==> src/gffc_pkg.sv <==
// ----------------------------------------------------------------------------
// gffc_pkg: shared constants for the greedy first-fit coloring block
// Sizes of the node index, the color store and the configuration register.
// ----------------------------------------------------------------------------
`default_nettype none

package gffc_pkg;

  // Largest graph the color store can hold (2 to 16).
  localparam int MAX_NODES = 16;

  // Node index width and the width that can hold MAX_NODES itself.
  localparam int NODE_W = $clog2(MAX_NODES);
  localparam int CNT_W  = $clog2(MAX_NODES + 1);

  // Conflict row width and the width of an index into it.
  localparam int IN_BITS  = 16;
  localparam int IN_IDX_W = $clog2(IN_BITS);

  // Colors are four bits; the used-color mask has one bit per color.
  localparam int COLOR_W = 4;
  localparam int USED_W  = 1 << COLOR_W;

  // Configuration register and the width used to compare counts.
  localparam int CFG_W = 5;
  localparam logic [CFG_W-1:0] COUNT_RESET = CFG_W'(16);
  localparam int CMP_W = ((CNT_W > CFG_W) ? CNT_W : CFG_W) + 1;

  // Width of a scan limit, which can reach min(MAX_NODES - 1, IN_BITS).
  localparam int LIM_W = NODE_W + 1;

  // Output payload width: node index then color, padded to whole bytes.
  localparam int OUT_W = 8;

endpackage : gffc_pkg

`default_nettype wire

==> src/gffc_ram.sv <==
// ----------------------------------------------------------------------------
// gffc_ram: generic simple dual-port RAM
// One write port and one read port; read data is registered.
// ----------------------------------------------------------------------------
`default_nettype none

module gffc_ram #(
  parameter int WIDTH = 4,
  parameter int DEPTH = 16
) (
  input  wire logic                     clk,
  input  wire logic                     we,
  input  wire logic [$clog2(DEPTH)-1:0] waddr,
  input  wire logic [WIDTH-1:0]         wdata,
  input  wire logic [$clog2(DEPTH)-1:0] raddr,
  output logic      [WIDTH-1:0]         rdata
);

  logic [WIDTH-1:0] mem [DEPTH];

  always_ff @(posedge clk) begin
    if (we) begin
      mem[waddr] <= wdata;
    end
    rdata <= mem[raddr];
  end

endmodule : gffc_ram

`default_nettype wire

==> src/greedy_first_fit_coloring_top.sv <==
// ----------------------------------------------------------------------------
// greedy_first_fit_coloring_top: greedy first-fit graph coloring
// Colors one node per request from its conflict row, keeping colors in RAM.
// ----------------------------------------------------------------------------
// Usage:
//   Each request on the in_ channel carries the conflict row of the next
//   node; bit q set means the node conflicts with node q. Only nodes that
//   come earlier in the current graph are considered. The block answers
//   each request with one result on the out_ channel: the node index, the
//   smallest color no earlier conflicting neighbor holds, and tlast on the
//   final node of the graph. After that node the counter returns to zero.
//   cfg_wr_en writes node_count (0 acts as 1, values above the store size
//   saturate); write it only while no request is in flight.
// Timing:
//   The color store is a one-port-read RAM, and the scan reads one earlier
//   color per cycle. After acceptance, node n (n > 0) scans min(n, 16)
//   earlier nodes, then drains the last read and loads its result; node 0
//   goes straight to loading its result. A new request is accepted only
//   after the result of the previous one is loaded.
// Reset and stall:
//   rst_n (synchronous) clears the node counter and sets node_count to 16;
//   the RAM is not cleared, since only entries written earlier in the
//   same graph are ever read. A result waits in the output register while
//   out_tready is low and the next request may still be accepted and
//   scanned; it only stalls before its own result is loaded.
// ----------------------------------------------------------------------------
`default_nettype none

module greedy_first_fit_coloring_top (
  input  wire logic                       clk,
  input  wire logic                       rst_n,
  // Configuration: node_count
  input  wire logic                       cfg_wr_en,
  input  wire logic [gffc_pkg::CFG_W-1:0] cfg_wr_data,
  // Input requests
  input  wire logic                       in_tvalid,
  output logic                            in_tready,
  input  wire logic [15:0]                in_tdata,   // [15:0] neighbor_bits
  // Results
  output logic                            out_tvalid,
  input  wire logic                       out_tready,
  output logic [gffc_pkg::OUT_W-1:0]      out_tdata,  // [3:0] node_index, [7:4] node_color
  output logic                            out_tlast   // last_node
);

  import gffc_pkg::*;

  typedef enum logic [1:0] {
    ST_IDLE,
    ST_SCAN,
    ST_DRAIN,
    ST_FINISH
  } state_t;

  state_t                 state_r,   state_nxt;
  logic [CFG_W-1:0]       count_r,   count_nxt;
  logic [NODE_W-1:0]      node_r,    node_nxt;     // node being colored
  logic [NODE_W-1:0]      ctr_r,     ctr_nxt;      // next node of the graph
  logic [NODE_W-1:0]      q_r,       q_nxt;        // scan address
  logic [IN_BITS-1:0]     row_r,     row_nxt;
  logic [USED_W-1:0]      used_r,    used_nxt;
  logic                   pend_r,    pend_nxt;     // a read returns this cycle
  logic                   pbit_r,    pbit_nxt;     // row bit of that read
  logic                   ovalid_r,  ovalid_nxt;
  logic [OUT_W-1:0]       odata_r,   odata_nxt;
  logic                   olast_r,   olast_nxt;

  logic                   in_acc;
  logic                   slot_free;
  logic                   ram_we;
  logic [COLOR_W-1:0]     ram_rdata;
  logic [COLOR_W-1:0]     color;
  logic                   last;
  logic [LIM_W-1:0]       lim;
  logic [LIM_W-1:0]       q_inc;
  logic [CMP_W-1:0]       eff_count;
  logic [CMP_W-1:0]       node_plus1;
  logic [USED_W-1:0]      used_acc;

  gffc_ram #(
    .WIDTH (COLOR_W),
    .DEPTH (MAX_NODES)
  ) u_color_store (
    .clk   (clk),
    .we    (ram_we),
    .waddr (node_r),
    .wdata (color),
    .raddr (q_r),
    .rdata (ram_rdata)
  );

  assign in_tready  = (state_r == ST_IDLE);
  assign in_acc     = in_tvalid && in_tready;
  assign slot_free  = !ovalid_r || out_tready;
  assign ram_we     = (state_r == ST_FINISH) && slot_free;
  assign out_tvalid = ovalid_r;
  assign out_tdata  = odata_r;
  assign out_tlast  = olast_r;

  // Fold in the color returned by the previous read when its row bit is set.
  assign used_acc = (pend_r && pbit_r) ? (used_r | (USED_W'(1) << ram_rdata)) : used_r;

  // Only the first IN_BITS earlier nodes have a row bit.
  assign lim   = (LIM_W'(node_r) < LIM_W'(IN_BITS)) ? LIM_W'(node_r) : LIM_W'(IN_BITS);
  assign q_inc = LIM_W'(q_r) + LIM_W'(1);

  // Effective node count: zero acts as one, large values saturate.
  always_comb begin
    if (count_r == '0) begin
      eff_count = CMP_W'(1);
    end else if (CMP_W'(count_r) > CMP_W'(MAX_NODES)) begin
      eff_count = CMP_W'(MAX_NODES);
    end else begin
      eff_count = CMP_W'(count_r);
    end
  end

  assign node_plus1 = CMP_W'(node_r) + CMP_W'(1);
  assign last       = (node_plus1 >= eff_count);

  // First free color; saturates at the top color when all are taken.
  always_comb begin
    logic found;
    found = 1'b0;
    color = COLOR_W'(USED_W - 1);
    for (int i = 0; i < USED_W; i++) begin
      if (!found && !used_r[i]) begin
        color = COLOR_W'(i);
        found = 1'b1;
      end
    end
  end

  always_comb begin
    state_nxt  = state_r;
    count_nxt  = cfg_wr_en ? cfg_wr_data : count_r;
    node_nxt   = node_r;
    ctr_nxt    = ctr_r;
    q_nxt      = q_r;
    row_nxt    = row_r;
    used_nxt   = used_acc;
    pend_nxt   = 1'b0;
    pbit_nxt   = 1'b0;
    ovalid_nxt = ovalid_r && !out_tready;
    odata_nxt  = odata_r;
    olast_nxt  = olast_r;

    case (state_r)
      ST_IDLE: begin
        if (in_acc) begin
          node_nxt  = ctr_r;
          row_nxt   = in_tdata;
          used_nxt  = '0;
          q_nxt     = '0;
          state_nxt = (ctr_r == '0) ? ST_FINISH : ST_SCAN;
        end
      end
      ST_SCAN: begin
        // Read the color of node q this cycle; it arrives next cycle.
        pend_nxt = 1'b1;
        pbit_nxt = row_r[IN_IDX_W'(q_r)];
        q_nxt    = q_r + NODE_W'(1);
        if (q_inc >= lim) begin
          state_nxt = ST_DRAIN;
        end
      end
      ST_DRAIN: begin
        state_nxt = ST_FINISH;
      end
      ST_FINISH: begin
        if (slot_free) begin
          ovalid_nxt = 1'b1;
          odata_nxt  = {color, COLOR_W'(node_r)};
          olast_nxt  = last;
          ctr_nxt    = last ? '0 : (node_r + NODE_W'(1));
          state_nxt  = ST_IDLE;
        end
      end
      default: begin
        state_nxt = ST_IDLE;
      end
    endcase
  end

  always_ff @(posedge clk) begin
    if (!rst_n) begin
      state_r  <= ST_IDLE;
      count_r  <= COUNT_RESET;
      ctr_r    <= '0;
      pend_r   <= 1'b0;
      ovalid_r <= 1'b0;
    end else begin
      state_r  <= state_nxt;
      count_r  <= count_nxt;
      ctr_r    <= ctr_nxt;
      pend_r   <= pend_nxt;
      ovalid_r <= ovalid_nxt;
    end
    node_r  <= node_nxt;
    q_r     <= q_nxt;
    row_r   <= row_nxt;
    used_r  <= used_nxt;
    pbit_r  <= pbit_nxt;
    odata_r <= odata_nxt;
    olast_r <= olast_nxt;
  end

  // Assertions

  // The color store is only written when the result can be loaded.
  a_write_with_result: assert property (@(posedge clk) disable iff (!rst_n)
    ram_we |=> ovalid_r && (odata_r[COLOR_W-1:0] == COLOR_W'(node_r)))
    else $error("color store write without matching result");

  // Node zero of every graph gets color zero.
  a_node0_color0: assert property (@(posedge clk) disable iff (!rst_n)
    (ram_we && (node_r == '0)) |-> (color == '0))
    else $error("node zero colored nonzero");

  // A result marked last restarts the graph at node zero.
  a_last_wraps: assert property (@(posedge clk) disable iff (!rst_n)
    (ram_we && last) |=> (ctr_r == '0))
    else $error("node counter did not wrap after last node");

  // Scanning never reads at or beyond the node being colored.
  a_scan_below_node: assert property (@(posedge clk) disable iff (!rst_n)
    (state_r == ST_SCAN) |-> (q_r < node_r))
    else $error("scan address reached the current node");

endmodule : greedy_first_fit_coloring_top

`default_nettype wire

==> config.mk <==
export PLATFORM = sky130hd
export DESIGN_NAME = greedy_first_fit_coloring_top
export DESIGN_NICKNAME = d
export VERILOG_FILES = /design/src/gffc_pkg.sv /design/src/gffc_ram.sv /design/src/greedy_first_fit_coloring_top.sv
export SDC_FILE = /design/constraint.sdc
export NUM_CORES = 1
export LEC_CHECK = 0
export ABC_AREA = 1
export BUFFER_PORTS_ARGS = -buffer_cell sky130_fd_sc_hd__buf_2
export CAP_MARGIN = 20
export CORE_MARGIN = 1.5
export CORE_UTILIZATION = 59
export DETAILED_ROUTE_END_ITERATION = 7
export PLACE_DENSITY = 0.75
export SLEW_MARGIN = 10
export SYNTH_ARGS = -nofsm -noshare
export SYNTH_HDL_FRONTEND = slang
export SYNTH_SLANG_ARGS = --single-unit
==> constraint.sdc <==
create_clock -name clk -period 2.1 [get_ports clk]
set_input_delay 0.21 -clock clk [delete_from_list [all_inputs] [get_ports clk]]
set_output_delay 0.21 -clock clk [all_outputs]
set_load 0.01 [all_outputs]
# After elaboration in Yosys (flattened, before gate mapping)
# Memories as Yosys holds them, arrays and structs flattened. A register that Yosys moved wholly into a read port is not among the register bits.
# Cells that the tools add are included.
[word_totals]
in_bits = 26
mem_bits_rw = 64
regBits = 63
output_inout_bits = 11
n_memories = 1
elab_cells = 139
[op_classes]
reduce_logical = 59
n_lt_le_gt_ge = 4
mux = 51
shifts = 1
bitwise_logic = 1
n_addsub = 4
n_eq_ne = 6
[mem_list]
columns = ["memory", "words", "width", "read_ports", "rd_ports_with_merged_regs", "write_ports", "line", "source"]
rows = [
  ["u_color_store.mem", 16, 4, 1, 1, 1, "gffc_ram.sv:19", "logic [WIDTH-1:0] mem [DEPTH];"],
]
[ops]
columns = ["cell", "n"]
rows = [
  ["$mux 4", 18],
  ["$mux 16", 3],
  ["$logic_not 1->1", 31],
  ["$mux 1", 21],
  ["$logic_and 1x1->1", 19],
  ["$or 16x16->16", 1],
  ["$shl 1x4->16 const A", 1],
  ["$add 4x1->5 const B", 2],
  ["$add 4x1->4 const B", 2],
  ["$mux 2", 4],
  ["$pmux 2 s4", 1],
  ["$pmux 4 s2", 1],
  ["$ge 5x6->1", 1],
  ["$mux 6", 1],
  ["$reduce_and 2->1", 3],
  ["$ge 5x4->1", 1],
  ["$gt 5x5->1 const B", 1],
  ["$logic_not 5->1", 1],
  ["$lt 4x5->1 const B", 1],
  ["$mux 5", 1],
  ["$bmux 1 s4", 1],
  ["$eq 2x2->1 const B", 2],
  ["$logic_not 4->1", 1],
  ["$ne 2x2->1 const B", 2],
  ["6 further kinds", 6],
]

# Logic depth before layout (Yosys ltp)
[logic_depth]
word_depth = 45
depth_mapped = 11
depth_no_buf = 11

# By module
# Synthesis repeated with hierarchy kept, for this count alone.
[hier_totals]
cells_unflattened = 581
hier_area_um2 = 5764.3
[modules_own_cells]
columns = ["module", "area_each_um2", "cells_per_inst", "seq_area_each_um2", "n_inst"]
rows = [
  ["gffc_ram", 2966.6, 290, 2001.9, 1],
  ["greedy_first_fit_coloring_top", 2797.7, 291, 1571.5, 1],
]

# Worst setup path before layout
# Ideal clock, no wire load.
[synth_timing]
path_type = "reg2reg"
from = "register state_r[0]"
to = "register node_r[0] (enable)"
path_slack_ns = 0.087
period_less_slack_ns = 2.013
setup_ns = 0.391
n_path_buf = 1
path_stages_with_launch = 6
t_arrival_ns = 1.622
required_time_ns = 1.709
cell_sequence = "dfxtp_1 > inv_1 > ha_1 > nand2_1 > clkinv_1 > buf_1"
[synth_between]
elab_chain_cells = 3
[synth_rtl]
columns = ["item", "line", "source"]
rows = [
  ["start, declared", "greedy_first_fit_coloring_top.sv:55", "state_t state_r, state_nxt;"],
  ["start signal, assigned", "greedy_first_fit_coloring_top.sv:193", "state_r <= state_nxt;"],
  ["$logic_not 2->1 *", "greedy_first_fit_coloring_top.sv:92", "assign in_tready = (state_r == ST_IDLE);"],
  ["via in_tready", "greedy_first_fit_coloring_top.sv:37", "output logic in_tready,"],
  ["$logic_and 1x1->1", "greedy_first_fit_coloring_top.sv:93", "assign in_acc = in_tvalid && in_tready;"],
  ["$reduce_and 2->1 (no source line) *", "n/a", ""],
  ["end signal, assigned", "greedy_first_fit_coloring_top.sv:199", "node_r <= node_nxt;"],
  ["end, declared", "greedy_first_fit_coloring_top.sv:57", "logic [NODE_W-1:0] node_r, node_nxt;"],
]
# Mark *: on every way through the listed nets, which the timed path passes. The rest lies on a longest branch.
# A chain may end at the register's enable or synchronous reset.

# Final worst setup path
[layout_timing]
from = "register count_r[2]"
to = "register ctr_r[2]"
[layout_between]
elab_chain_cells = 5
elab_cells_between_ends = 6
cone_classes = "2 x order compare; 3 x mux; 1 x reduce/logical"
[layout_rtl]
columns = ["item", "line", "source"]
rows = [
  ["start, declared", "greedy_first_fit_coloring_top.sv:56", "logic [CFG_W-1:0] count_r, count_nxt;"],
  ["start signal, assigned", "greedy_first_fit_coloring_top.sv:194", "count_r <= count_nxt;"],
  ["$gt 5x5->1", "greedy_first_fit_coloring_top.sv:111", "end else if (CMP_W'(count_r) > CMP_W'(MAX_NODES)) begin"],
  ["$mux 5", "greedy_first_fit_coloring_top.sv:111", ""],
  ["$mux 6 *", "greedy_first_fit_coloring_top.sv:109", "if (count_r == '0) begin"],
  ["$ge 5x6->1 *", "greedy_first_fit_coloring_top.sv:119", "assign last = (node_plus1 >= eff_count);"],
  ["via last", "greedy_first_fit_coloring_top.sv:73", "logic last;"],
  ["$mux 4 *", "greedy_first_fit_coloring_top.sv:175", "ctr_nxt = last ? '0 : (node_r + NODE_W'(1));"],
  ["end signal, assigned", "greedy_first_fit_coloring_top.sv:195", "ctr_r <= ctr_nxt;"],
  ["end, declared", "greedy_first_fit_coloring_top.sv:58", "logic [NODE_W-1:0] ctr_r, ctr_nxt;"],
]
# Marks and branches as above.

==> metrics.csv <==
stage,metric,value,unit
outcome,status,finished clean,
clocking,root_buffer,clkbuf_8,
clocking,cts_sinks,130,
detailed_routing,vias,4086,
power_and_ir_drop,switching_share,32.8,%
synth,yosysUniqueCellTypes,33,
critical_path,crit_path_start_kind,flop,
power_and_ir_drop,ir_drop,0.842,mV
synth,synth_top_family_by_area,simple AND/OR/NAND/NOR gates,
die,io_pins,37,
synth,async_reset_ff_share,0,%
timing,fin_worst_skew,0.00646,ns
detailed_routing,routed_wl,12.3,mm
grt,grt_max_degree,41,
placed_design,io_buffers,36,
detailed_routing,avgRoutedWirePerCell,17.5,um
finish,design_area,6850,sq um
finish,antennaDiodeCount,0,
synth,syn_nets,544,
timing,worstMarginPinSlew,0.615,ns
synth,avgSynthCellArea,11.0,sq um
synth,yosysTopAreaCell,edfxtp_1,
synth,synthFlopType,edfxtp_1,
finish,finalCoreUtilization,77.4,%
grt,antenna_found_initial,0,
synth,yosys_warnings,0,
synth,seq_area_frac_synth,65.3,%
timing,fmax,485,MHz
timing,tns,0,ns
power_and_ir_drop,power,0.00854,W
grt,grt_overflow,0,
grt,grt_usage,25.7,%
placed_design,place_area,5860,sq um
timing,finalHoldViolCount,0,
finish,areaGrowthSynthToFinish,25.1,%
synth,synth_area,5480,sq um
clocking,ctsLongestPathBuffers,2,
synth,synth-simple-area-share,13.3,%
power_and_ir_drop,leakagePower,2.58,nW
timing,rsz0062_at_grt,yes,
critical_path,crit_arrival,2.52,ns
placed_design,hpwl,7.52,mm
detailed_routing,drt_iter0_drc,255,
die,row_count,34,
run,cap_violations,0,
die,core-area,8850,sq um
detailed_routing,drt-pass1-iter-count,7,
synth,synth_area_leaders,"edfxtp_1, dfxtp_1, o21ai_0",
power_and_ir_drop,p_switching,0.00280,W
finish,layout.nets,626,
synth,netlist_instances,500,
die,die_x,99.3,um
critical_path,rrSetupSlack,0.04,ns
die,die_y,99.3,um
synth,synth-compound-area-share,12.2,%
power_and_ir_drop,power_density,1250,nW/um^2
clocking,h-tree-depth,4,
critical_path,critical_path.endpoint_type,flop,
critical_path,worstPathRequired,2.56,ns
timing,layout_worst_path_cycle_share,98.2,%
finish,drive_gt1_share,19.5,%
synth,synth_edf_count,97,
detailed_routing,viasPerCell,5.81,
critical_path,critPathMaxFanout,4,
critical_path,critPathKind,flop to flop,
worst_hold_path,min_path_type,input port to flop,
detailed_routing,drtAntennaViolNets,0,
detailed_routing,drc,0,
power_and_ir_drop,seq_power_share,38.1,%
power_and_ir_drop,p_comb_share,27.7,%
timing,slew_viol_final,0,
clocking,path_clk_slew,0.06,ns
grt,grt_pass1_wl,19.0,mm
power_and_ir_drop,p_clk_share,34.2,%
timing,final.min_clock_period,2.06,ns
clocking,cts_buffers,17,
timing,final-setup-viol-count,0,
die,start_util,61.9,%
placed_design,gp_congestion,0.860,
clocking,cts_tree,done,
die,die_area,9870,sq um
power_and_ir_drop,p_int,0.00574,W
synth,synth_xor_xnor_area_share,0.480,%
synth,ys_ff_latch,130,
grt,grt_pass1_vias,3961,
clocking,clkLatencyLatePin,0.52,ns
synth,synthAdderAreaFrac,4.11,%
finish,fillers,569,
synth,synth_mux_area_share,0,%
synth,netlist.area_leader.share,53.2,%
timing,relSlewSlack,58.6,%
-- per-stage QoR --
stage	hold slack [ns]	setup WS, ns	cells
final	0.0381	0.0388	703
after global routing	0.0580	-0.0767	703
after CTS	0.0175	0.00807	699
after detailed placement	0.388	0.00186	642
after global placement	0.386	0.114	642
after floorplan	0.309	0.0868	500
-- path summary, 6_finish.rpt --
check	start	endpoint	cells past startpoint
max	count_r[2]	ctr_r[2]	10
min	cfg_wr_en	count_r[2]	3
max reg2reg	count_r[2]	ctr_r[2]	10
min reg2reg	ctr_r[0]	node_r[0]	0
-- worst max-delay path: stages, from the launching register on --
cell	delay (ns)
dfxtp_2	0.32
or4_4	0.55
nand2_4	0.11
nand2_2	0.07
ha_4	0.22
a21o_1	0.16
a21oi_2	0.15
nand3_2	0.11
inv_2	0.11
nand2_2	0.07
a21oi_2	0.14
-- sequential cells by signal, indices dropped and copies added, names as in the netlist --
name	cells
out_tdata	8
state_r	2
q_r	4
count_r	5
pbit_r	1
out_tlast	1
ctr_r	4
node_r	4
u_color_store.mem	64
out_tvalid	1
u_color_store.rdata	4
pend_r	1
used_r	15
row_r	16
-- layer usage --
metal | global-route usage [%] | vias to the layer above | part of all wire (%)
met5 | 0 | - | 0
met4 | 14.1 | 0 | 3.2
met3 | 6.68 | 26 | 5.8
met2 | 43.2 | 176 | 51
met1 | 30.3 | 1950 | 40
li1 | - | 1934 | -
-- logic make-up after synthesis --
kind of cell | after synthesis
flops | 130
compound gates | 120
xor+xnor | 3
buf+inv | 65
fa+ha+maj | 18
simple gates | 164
-- power groups by stage --
stage                     Clock [W]  Combinational, W  Sequential (W)
after global routing        0.00303           0.00260         0.00328
after floorplan                   0           0.00142         0.00325
after detailed placement          0           0.00209         0.00328
after global placement            0           0.00203         0.00327
final                       0.00292           0.00237         0.00325
after CTS                   0.00291           0.00218         0.00324
-- cells in the mapped netlist (2+ instances only) --
master and instances:
nand3_1 8, o221ai_1 6, inv_1 45, o211ai_1 4
edfxtp_1 97, o21ai_0 61, ha_1 18, dfxtp_1 33
a21oi_1 26, xor2_1 3, clkbuf_1 11, nor3_1 14
buf_2 5, nor2_1 81, nor2_4 3, nand4_4 2
nand4_1 5, clkbuf_2 2, nand2_1 46, o22ai_1 17
-- cell type report --
| type | instances | area, sq um | share of cell area [%] |
|---|---|---|---|
| Sequential cell | 130 | 3580 | 52.2 |
| Multi-Input combinational cell | 305 | 1730 | 25.3 |
| Timing Repair Buffer | 82 | 629 | 9.19 |
| Clock buffer | 24 | 548 | 8.00 |
| Inverter | 46 | 176 | 2.57 |
| Tap cell | 108 | 135 | 1.97 |
| Clock inverter | 8 | 55.1 | 0.804 |
-- placed cells by master (no fill, tap or decap), types with 2 or more instances in the layout --
master / count
nand2_1: 41
nand2_4: 2
buf_2: 36
nor2_1: 80
nand2_2: 4
clkbuf_16: 21
inv_1: 42
o22ai_1: 17
dfxtp_1: 31
a21oi_2: 4
clkinv_4: 2
xor2_1: 2
ha_4: 2
clkinv_2: 2
o21ai_0: 59
nor2_4: 3
nand4_4: 2
nor3_1: 14
a21oi_1: 22
inv_2: 2
inv_4: 3
dfxtp_2: 2
dlygate4sd3_1: 25
buf_12: 3
edfxtp_1: 97
o211ai_1: 4
buf_4: 17
nand3_1: 7
nand4_1: 5
o21ai_1: 3
o221ai_1: 6
ha_1: 16
-- timing repair --
item	in CTS	in global routing
buffers inserted	0	4
endpoints found under the setup margin	3	24
hold buffers	25	0
resized for setup	2	23
endpoints found under the hold margin	23	0
pin swaps	0	8
gates cloned	0	0
(Power assumes the default switching activity.)
